## config.mk

```make
export PLATFORM = sky130hd
export DESIGN_NAME = biquad_iir_filter
export DESIGN_NICKNAME = d
export VERILOG_FILES = /design/src/hdl/bqf_pkg.sv /design/src/hdl/biquad_iir_filter.sv
export SDC_FILE = /design/constraint.sdc
export NUM_CORES = 2
export LEC_CHECK = 0
export ABC_AREA = 1
export BUFFER_PORTS_ARGS = -buffer_cell sky130_fd_sc_hd__buf_2
export CORE_AREA = 2 2 347 349
export CTS_CLUSTER_DIAMETER = 50
export CTS_CLUSTER_SIZE = 20
export DETAILED_ROUTE_END_ITERATION = 8
export DIE_AREA = 0 0 349 351
export GPL_ROUTABILITY_DRIVEN = 0
export SLEW_MARGIN = 0
export SYNTH_ARGS = -nofsm -noshare
export SYNTH_HDL_FRONTEND = slang
export SYNTH_SLANG_ARGS = --single-unit
```

## constraint.sdc

```tcl
create_clock -name clk -period 15.7 [get_ports clk]
set_clock_uncertainty 0.2 [all_clocks]
set_input_delay 2.355 -clock clk [delete_from_list [all_inputs] [get_ports clk]]
set_output_delay 2.355 -clock clk [all_outputs]
set_load 0.01 [all_outputs]
```

## src/hdl/bqf_pkg.sv

```systemverilog
// Biquad filter package: fixed-point widths, register indexes, step program.
// Self-contained; used by biquad_iir_filter.

package bqf_pkg;

  localparam int STATE_W    = 40;
  localparam int ACC_W      = STATE_W + 2;
  localparam int COEF_FRAC  = 14;
  localparam int ROUND_HALF = 1 << (COEF_FRAC - 1);
  localparam int CFG_IDX_W  = 3;
  localparam int STEP_W     = 4;

  // configuration register indexes, also used as coefficient selects
  localparam logic [CFG_IDX_W-1:0] REG_B0 = 3'd0;
  localparam logic [CFG_IDX_W-1:0] REG_B1 = 3'd1;
  localparam logic [CFG_IDX_W-1:0] REG_B2 = 3'd2;
  localparam logic [CFG_IDX_W-1:0] REG_A1 = 3'd3;
  localparam logic [CFG_IDX_W-1:0] REG_A2 = 3'd4;

  // accumulator operations
  localparam logic [2:0] ACC_HOLD   = 3'd0;
  localparam logic [2:0] ACC_ADD_D1 = 3'd1; // acc = sat(prod + delay_one)
  localparam logic [2:0] ACC_ADD_D2 = 3'd2; // acc = prod + delay_two
  localparam logic [2:0] ACC_SUB    = 3'd3; // acc = acc - prod
  localparam logic [2:0] ACC_LOAD   = 3'd4; // acc = prod

  localparam logic [STEP_W-1:0] STEP_FIRST = 4'd0;
  localparam logic [STEP_W-1:0] STEP_CLR   = 4'd8;

  typedef struct packed {
    logic [CFG_IDX_W-1:0] coef_sel;  // multiplier coefficient
    logic                 use_y;     // multiplier operand: y instead of x
    logic [2:0]           acc_op;
    logic                 round_y;   // round and clamp acc into y
    logic                 wr_d1;
    logic                 wr_d2;
    logic                 clr_state;
    logic                 jmp_clr;   // jump to the clear step on a clear request
    logic                 last;
  } ctrl_word_t;

  function automatic ctrl_word_t ctrl_rom(input logic [STEP_W-1:0] step);
    ctrl_word_t w;
    w = '0;
    case (step)
      4'd0: begin w.coef_sel = REG_B0; w.jmp_clr = 1'b1; end
      4'd1: begin w.coef_sel = REG_B1; w.acc_op = ACC_ADD_D1; end
      4'd2: begin w.round_y = 1'b1; w.acc_op = ACC_ADD_D2; end
      4'd3: begin w.coef_sel = REG_A1; w.use_y = 1'b1; end
      4'd4: begin w.coef_sel = REG_B2; w.acc_op = ACC_SUB; end
      4'd5: begin
        w.coef_sel = REG_A2; w.use_y = 1'b1; w.wr_d1 = 1'b1; w.acc_op = ACC_LOAD;
      end
      4'd6: begin w.acc_op = ACC_SUB; end
      4'd7: begin w.wr_d2 = 1'b1; w.last = 1'b1; end
      STEP_CLR: begin w.clr_state = 1'b1; w.last = 1'b1; end
      default: begin w.last = 1'b1; end
    endcase
    return w;
  endfunction

  // saturate an accumulator value to the state range
  function automatic logic signed [STATE_W-1:0] sat_state(input logic signed [ACC_W-1:0] v);
    logic [ACC_W-STATE_W:0] top;
    top = v[ACC_W-1:STATE_W-1];
    if (top == '0 || top == '1) return v[STATE_W-1:0];
    else if (v[ACC_W-1]) return {1'b1, {(STATE_W-1){1'b0}}};
    else return {1'b0, {(STATE_W-1){1'b1}}};
  endfunction

endpackage

```

## src/hdl/biquad_iir_filter.sv

```systemverilog
// Biquad IIR filter, transposed direct form II, driven by a small step program.
// Depends on bqf_pkg (widths, register indexes, control ROM).
//
//   channel  | direction | contents
//   s_*      | in        | tdata: sample_in; tuser: op (1 = clear state)
//   m_*      | out       | tdata: sample_out; tuser: clipped
//   cfg_*    | in        | coefficient writes b0, b1, b2, a1, a2 at index 0..4
//
// A filter request runs 8 steps of one shared multiplier and accumulator; a clear
// request takes 2 steps. The next request is taken in the last step unless a stall
// holds that step. Reset (rst, synchronous) clears control and the two delay terms.
// A stalled result holds the last step until the output register frees.

module biquad_iir_filter
  import bqf_pkg::*;
#(
  parameter int SAMPLE_WIDTH = 16,
  parameter int COEF_WIDTH   = 18,
  localparam int DATA_W      = ((SAMPLE_WIDTH + 7) / 8) * 8
) (
  input  logic                  clk,
  input  logic                  rst,
  input  logic                  s_tvalid,
  output logic                  s_tready,
  input  logic [DATA_W-1:0]     s_tdata,   // sample_in
  input  logic                  s_tuser,   // op
  output logic                  m_tvalid,
  input  logic                  m_tready,
  output logic [DATA_W-1:0]     m_tdata,   // sample_out
  output logic                  m_tuser,   // clipped
  input  logic                  cfg_we,
  input  logic [CFG_IDX_W-1:0]  cfg_index,
  input  logic [COEF_WIDTH-1:0] cfg_data
);

  localparam int PROD_W = SAMPLE_WIDTH + COEF_WIDTH;
  localparam int WIDE_W = (PROD_W > ACC_W) ? PROD_W : ACC_W;
  localparam logic signed [WIDE_W-1:0] ST_MAX =
    {{(WIDE_W-STATE_W+1){1'b0}}, {(STATE_W-1){1'b1}}};
  localparam logic signed [WIDE_W-1:0] ST_MIN = ~ST_MAX;
  localparam logic signed [ACC_W-1:0] Y_MAX =
    {{(ACC_W-SAMPLE_WIDTH+1){1'b0}}, {(SAMPLE_WIDTH-1){1'b1}}};
  localparam logic signed [ACC_W-1:0] Y_MIN = ~Y_MAX;

  logic signed [COEF_WIDTH-1:0]   coef_b0, coef_b1, coef_b2, coef_a1, coef_a2;
  logic signed [STATE_W-1:0]      delay_one, delay_two;
  logic signed [SAMPLE_WIDTH-1:0] x, y;
  logic                           clip;
  logic                           clr_req;
  logic                           busy;
  logic [STEP_W-1:0]              step;
  logic signed [STATE_W-1:0]      prod;
  logic signed [ACC_W-1:0]        acc;

  ctrl_word_t                     cw;
  logic                           adv;
  logic                           s_accept;
  logic signed [SAMPLE_WIDTH-1:0] mul_a;
  logic signed [COEF_WIDTH-1:0]   mul_b;
  logic signed [PROD_W-1:0]       prod_full;
  logic signed [WIDE_W-1:0]       prod_wide;
  logic signed [STATE_W-1:0]      prod_next;
  logic signed [ACC_W-1:0]        prod_ext;
  logic signed [ACC_W-1:0]        rnd_sum, yr;
  logic                           clip_next;
  logic signed [SAMPLE_WIDTH-1:0] y_next;
  logic [SAMPLE_WIDTH-1:0]        out_sample;

  assign cw       = ctrl_rom(step);
  // hold the last step while the previous result is still waiting
  assign adv      = busy && !(cw.last && m_tvalid && !m_tready);
  assign s_tready = !rst && (!busy || (cw.last && adv));
  assign s_accept = s_tvalid && s_tready;

  // shared multiplier, product saturated to the state range
  always_comb begin
    mul_a = cw.use_y ? y : x;
    case (cw.coef_sel)
      REG_B0:  mul_b = coef_b0;
      REG_B1:  mul_b = coef_b1;
      REG_B2:  mul_b = coef_b2;
      REG_A1:  mul_b = coef_a1;
      REG_A2:  mul_b = coef_a2;
      default: mul_b = '0;
    endcase
    prod_full = mul_a * mul_b;
    prod_wide = WIDE_W'(prod_full);
    if (prod_wide > ST_MAX)      prod_next = ST_MAX[STATE_W-1:0];
    else if (prod_wide < ST_MIN) prod_next = ST_MIN[STATE_W-1:0];
    else                         prod_next = prod_wide[STATE_W-1:0];
  end

  assign prod_ext = ACC_W'(prod);

  // round half up, then clamp to the sample range
  always_comb begin
    rnd_sum   = acc + $signed(ACC_W'(ROUND_HALF));
    yr        = rnd_sum >>> COEF_FRAC;
    clip_next = (yr > Y_MAX) || (yr < Y_MIN);
    if (yr > Y_MAX)      y_next = Y_MAX[SAMPLE_WIDTH-1:0];
    else if (yr < Y_MIN) y_next = Y_MIN[SAMPLE_WIDTH-1:0];
    else                 y_next = yr[SAMPLE_WIDTH-1:0];
  end

  always_ff @(posedge clk) begin
    if (rst) begin
      coef_b0 <= COEF_WIDTH'(16'sd16384);
      coef_b1 <= '0;
      coef_b2 <= '0;
      coef_a1 <= '0;
      coef_a2 <= '0;
    end else if (cfg_we) begin
      case (cfg_index)
        REG_B0:  coef_b0 <= cfg_data;
        REG_B1:  coef_b1 <= cfg_data;
        REG_B2:  coef_b2 <= cfg_data;
        REG_A1:  coef_a1 <= cfg_data;
        REG_A2:  coef_a2 <= cfg_data;
        default: ;
      endcase
    end
  end

  // sequencer
  always_ff @(posedge clk) begin
    if (rst) begin
      busy <= 1'b0;
      step <= STEP_FIRST;
    end else if (s_accept) begin
      busy <= 1'b1;
      step <= STEP_FIRST;
    end else if (adv) begin
      if (cw.last)                    busy <= 1'b0;
      else if (cw.jmp_clr && clr_req) step <= STEP_CLR;
      else                            step <= step + 1'b1;
    end
  end

  always_ff @(posedge clk) begin
    if (s_accept) begin
      x       <= $signed(s_tdata[SAMPLE_WIDTH-1:0]);
      clr_req <= s_tuser;
    end
  end

  // datapath
  always_ff @(posedge clk) begin
    if (rst) begin
      delay_one <= '0;
      delay_two <= '0;
    end else if (adv) begin
      if (cw.clr_state) begin
        delay_one <= '0;
        delay_two <= '0;
      end else begin
        if (cw.wr_d1) delay_one <= sat_state(acc);
        if (cw.wr_d2) delay_two <= sat_state(acc);
      end
    end
  end

  always_ff @(posedge clk) begin
    if (adv) begin
      prod <= prod_next;
      if (cw.round_y) begin
        y    <= y_next;
        clip <= clip_next;
      end
      case (cw.acc_op)
        ACC_ADD_D1: acc <= ACC_W'(sat_state(prod_ext + ACC_W'(delay_one)));
        ACC_ADD_D2: acc <= prod_ext + ACC_W'(delay_two);
        ACC_SUB:    acc <= acc - prod_ext;
        ACC_LOAD:   acc <= prod_ext;
        default:    ;
      endcase
    end
  end

  // output register
  always_ff @(posedge clk) begin
    if (rst) begin
      m_tvalid <= 1'b0;
    end else if (adv && cw.last) begin
      m_tvalid <= 1'b1;
    end else if (m_tready) begin
      m_tvalid <= 1'b0;
    end
  end

  always_ff @(posedge clk) begin
    if (adv && cw.last) begin
      out_sample <= cw.clr_state ? '0 : y;
      m_tuser    <= cw.clr_state ? 1'b0 : clip;
    end
  end

  assign m_tdata = DATA_W'(out_sample);

endmodule

```

Yosys cells after proc, flatten, opt, wreduce, memory -nomap -nowiden
Cells that the tools add are included.
- add/sub/neg operators: 5
- multiply operators: 1
- div/mod/pow operators: 0
- order comparisons: 4
- equality and inequality tests: 23
- shift-type cells: 0
- mux-type cells: 28
- bitwise gates (word level): 0
- reductions and logical operators: 40
- operators by type and width (cell ; count):
    two-way mux 40 bit ; 9
    one-hot mux 42 bit (4 select lines) ; 1
    one-hot mux 18 bit (5 select lines) ; 1
    adder 40 x 40 -> 41 bit ; 2
    adder 42 x 15 -> 42 bit, second input constant ; 1
    subtractor 42 x 40 -> 42 bit ; 1
    greater-than comparator 34 x 40 -> 1 bit, second input constant ; 1
    less-than comparator 34 x 40 -> 1 bit, second input constant ; 1
    multiplier 16 x 18 -> 34 bit ; 1
    two-way mux 16 bit ; 2
    greater-than comparator 28 x 16 -> 1 bit, second input constant ; 1
    less-than comparator 28 x 16 -> 1 bit, second input constant ; 1
    one-hot mux 3 bit (4 select lines) ; 2
    AND reduction 2 bit ; 11
    == test 3 x 2 -> 1 bit, second input constant ; 6
    == test 4 x 3 -> 1 bit, second input constant ; 4
    == test 3 bit, second input constant ; 5
    logical NOT 3 bit ; 4
    two-way mux 1 bit ; 12
    == test 3 x 1 -> 1 bit, second input constant ; 3
    == test 4 x 2 -> 1 bit, second input constant ; 2
    nonzero test 2 bit ; 4
    logical AND 1 bit ; 7
    OR reduction 7 bit ; 1
    10 further kinds ; 18
- register bits after elaboration: 309
- bits in latches: 0
- bits in writable memories: 0
- memory bits (read-only): 0
- bits of input ports: 43
- output and inout bits: 19
- memories: 0

Longest topological paths before layout
- word-level depth: 13
- mapped depth: 39
- depth with buffers taken out: 39

Worst setup path after synthesis
No wires, ideal clock.
- path kind: reg-to-reg
- start point: reg step[1]
- end point: reg prod[32], data pin
- library setup time: 0.252 ns
- data arrival time: 6.687 ns
- path slack: 8.561 ns
- cell stages (with the launch flop): 31
- path through: dfxtp_1 inv_1 ha_1 inv_1 nor2_1 nor2_4 nor2_4 inv_2 nor2_1 nor3_2 buf_2 nor2_1 fa_1 inv_1 fa_1 inv_1 fa_1 inv_1 fa_1 inv_1 fa_1 inv_1 fa_1 inv_1 ha_1 a21o_1 o21bai_1 a221oi_1 nand2_1 nand2_1 nand2_1
- longest elaborated chain between the ends: 7
- elaborated cells on any way between the ends: 18
- RTL lines (item ; RTL line ; source):
    start, declared ; biquad_iir_filter.sv:51 ; logic [STEP_W-1:0] step;
    start signal, assigned ; biquad_iir_filter.sv:135 ; else step <= step + 1'b1;
    == test 4 x 3 -> 1 bit (tied with other cells) ; bqf_pkg.sv:45 ; case (step)
    one-hot mux 3 bit (4 select lines) or OR reduction 2 bit (tied branches) ; - ;
    == test 3 bit (tied with other cells) ; biquad_iir_filter.sv:78 ; case (cw.coef_sel)
    one-hot mux 18 bit (5 select lines) or two-way mux 16 bit (tied branches) ; biquad_iir_filter.sv:78, biquad_iir_filter.sv:77 ;
    multiplier 16 x 18 -> 34 bit * ; biquad_iir_filter.sv:86 ; prod_full = mul_a * mul_b;
    less-than comparator 34 x 40 -> 1 bit ; biquad_iir_filter.sv:89 ; else if (prod_wide < ST_MIN) prod_next = ST_MIN[STATE_W-1:0];
    two-way mux 40 bit ; biquad_iir_filter.sv:89 ;
    end signal, assigned ; biquad_iir_filter.sv:164 ; prod <= prod_next;
    end, declared ; biquad_iir_filter.sv:52 ; logic signed [STATE_W-1:0] prod;
Mark *: on every way between the ends. The rest lies on a longest branch, timed or not.
A chain may end at the register's enable or synchronous reset.

Worst setup path after layout
- start point: reg step[2]
- end point: reg prod[38], data pin
Same word-level chain as after synthesis.

==> results.txt <==
worst path bufs/invs: 6
critical path class: reg -> reg
die width: 349 µm
Finished Layout Cells: 6,630
drc violations: 0
CP Data Required Time: 15,830 ps
Slowest-stage cell, CP: o21ai_0
crit start category: flop
worst path cell trace: inv_2 > nand2_2 > nor2_2 > inv_1 > nand2_4 > o21ai_0 > inv_1 > nor2_1 > fa_1 > inv_1 > fa_1 > inv_1 > fa_1 > fa_1 > fa_1 > fa_1 > ha_1 > inv_1 > nor3_1 > nand4_1 > nor4_1 > a21oi_1 > xor2_1
setup_tns: 0 ps
layout cells sized above 1: 4.92%
PostCTS Resize Cnt: 0
vias in the first global route: 31.5k
cell area power density: 111 mW/mm²
post-route ant nets: 0
crit path time final: 8790 ps
largest net degree at the start of global routing: 99
final worst slack: 6910 ps
Via density: 4.95
drt total wl: 122 mm
Worst Hold Class: reg -> reg
Synthesis Warnings: 0
post-detailed-route wirelength per cell: 18.3 µm
Max clock buf depth: 3
clk slew on worst S/H paths: 70 ps
crit-path max cell delay: 660 ps
Pins Over Slew Limit: 0
Final Cycle Share: 56.0%
main flop type after synthesis: dfxtp_1
Leakage: 18.7 nW
RSZ-0062 raised after global routing: no
Initial Utilization: 28.7%
clock tree sinks: 304
GRT Residual Overflow: 0
Worst Path Arrival: 8920 ps
Mapped Cells: 5,027
hold buffers post-CTS: 0
Layout fillers: 12.9k
outcome: finished clean
leading cell type in the layout, fill and taps excluded: nand2_1
total of max-cap violations: 0
CTS root buf: clkbuf_16
initial antenna violation count: 4
gr usage total: 19.5%
most used cell, CP: fa_1
core footprint: 0.119 mm²
library cells used by synthesis: 55
register area: 0.00737 mm²
Syn-to-layout area delta: 10.0%
Detailed Place HPWL: 99.0 mm
syn avg cell area: 6.79 µm²
Clk Latency, worst-skew pair: 600 ps
CTS tree: built
final core occ: 31.6%
CP top delay family: adder cells
Layout Nets: 5,597
Port-buffer cells: 61
syn nets: 5,575
final setup vio count: 0
# IOs: 62
EDFF count, synth: 128
placed insts: 6,555
critical path fanouts, max: 32
Post-synth ARST share: 0%
Seq/Total Area, Yosys: 21.6%
Num CTS Buffers: 40
Max Fclk: 114 MHz
CTS H-tree depth: 2
Critical Path End Type: flop
Initial DRC Count: 2,951
R2R setup slack: 6910 ps
total setup buffers inserted after CTS: 0
peak supply drop: 81.8 µV
total number of vias: 32.8k
multi-input logic area: 0.0227 mm²
post-synthesis register bit count: 304
global-route wire length before repair: 184 mm
commonest non-fill, non-tap cells in the layout: nand2_1, inv_1, nor2_1, a21oi_1, fa_1
Rows: 127
worst slew pin tran: 1180 ps
post-placement setup slack: 6930 ps
final hold vios: 0
DIE AREA: 0.122 mm²
slew margin rel.: 20.9%
First-pass DRT Iterations: 7
DIE HEIGHT: 351 µm
Netlist Area Pre-Place: 0.0341 mm²
-- layout make-up --
class | instances | share of cell area [%]
clock buffers | 42 | 2.77
diodes | 1 | 0.00666
clock inverters | 32 | 1.19
flip-flops and latches | 304 | 19.6
well taps | 1548 | 5.16
inverters | 960 | 9.60
repair buffers | 88 | 1.35
multi-input cells | 3655 | 60.3
-- cell families (layout without fill, tap and decap cells) --
kind of cell	Yosys count	after routing	synth area share [%]
flops	304	304	21.6
buf+inv	1068	1122	12.2
simple gates	2381	2381	28.3
compound gates	682	682	10.8
xor+xnor	87	87	2.23
other cells	0	1	0
fa+ha+maj	505	505	24.9
-- where the power goes --
part	leakage [nW]	internal, mW	switching [mW]
registers	2.60	0.939	0.119
logic	15.4	0.680	1.43
clock network	0.713	0.568	0.447
-- tightest hold or removal path: stages (launching register included) --
cell and delay, ps:
dfxtp_1 290, inv_1 50, a21oi_1 50
-- metrics by stage --
step | instance area [µm²] | power [mW] | hold WS [ps]
floorplan | 34100 | 2.50 | 225
global placement | 36100 | 3.10 | 239
detailed placement | 36100 | 3.12 | 241
CTS | 37600 | 4.15 | 251
global route | 37600 | 4.47 | 270
finish | 37600 | 4.18 | 247
-- synthesized netlist by cell type (8+ instances only) --
| library cell | n | area share [%] |
|---|---|---|
| ha_1 | 212 | 7.8 |
| buf_2 | 35 | 0.51 |
| dfxtp_1 | 176 | 10 |
| a21o_1 | 10 | 0.22 |
| nand4_1 | 49 | 0.90 |
| xnor2_1 | 19 | 0.49 |
| nor3_4 | 8 | 0.38 |
| nor3_1 | 33 | 0.48 |
| or2_2 | 10 | 0.18 |
| o211ai_1 | 8 | 0.18 |
| fa_1 | 293 | 17 |
| o21ai_1 | 8 | 0.12 |
| inv_2 | 27 | 0.30 |
| nand2_1 | 1339 | 15 |
| a21oi_1 | 332 | 4.9 |
| nor2_1 | 714 | 7.8 |
| nand3b_1 | 13 | 0.29 |
| clkbuf_1 | 57 | 0.63 |
| inv_1 | 929 | 10 |
| o21bai_1 | 28 | 0.62 |
| edfxtp_1 | 128 | 11 |
| buf_6 | 9 | 0.30 |
| nand3_1 | 171 | 2.5 |
| xor2_1 | 68 | 1.7 |
| o21ai_0 | 242 | 3.5 |
| o22ai_1 | 19 | 0.35 |
| nor2_2 | 8 | 0.15 |
-- registers in the layout, indices dropped and copies added (netlist names) --
signal,cells
acc,42
delay_one,40
delay_two,40
prod,35
coef_a1,18
coef_a2,18
coef_b0,18
coef_b1,18
coef_b2,18
m_tdata,16
x,16
y,16
step,4
busy,1
clip,1
clr_req,1
m_tuser,1
m_tvalid,1
-- final timing paths --
check / cells after the start / from / to
setup / recovery: 23 / step[2] / prod[38]
hold / removal: 2 / coef_a1[17] / coef_a1[17]
setup reg to reg: 23 / step[2] / prod[38]
hold reg to reg: 2 / coef_a1[17] / coef_a1[17]
-- routing by layer --
layer | routed length, µm | GRT usage (%)
met5 | 0 | 0
met4 | 5640 | 8.28
met3 | 10900 | 3.14
met2 | 53600 | 31.2
met1 | 51500 | 25.9
Note: power is estimated with default switching activity, not from simulation.
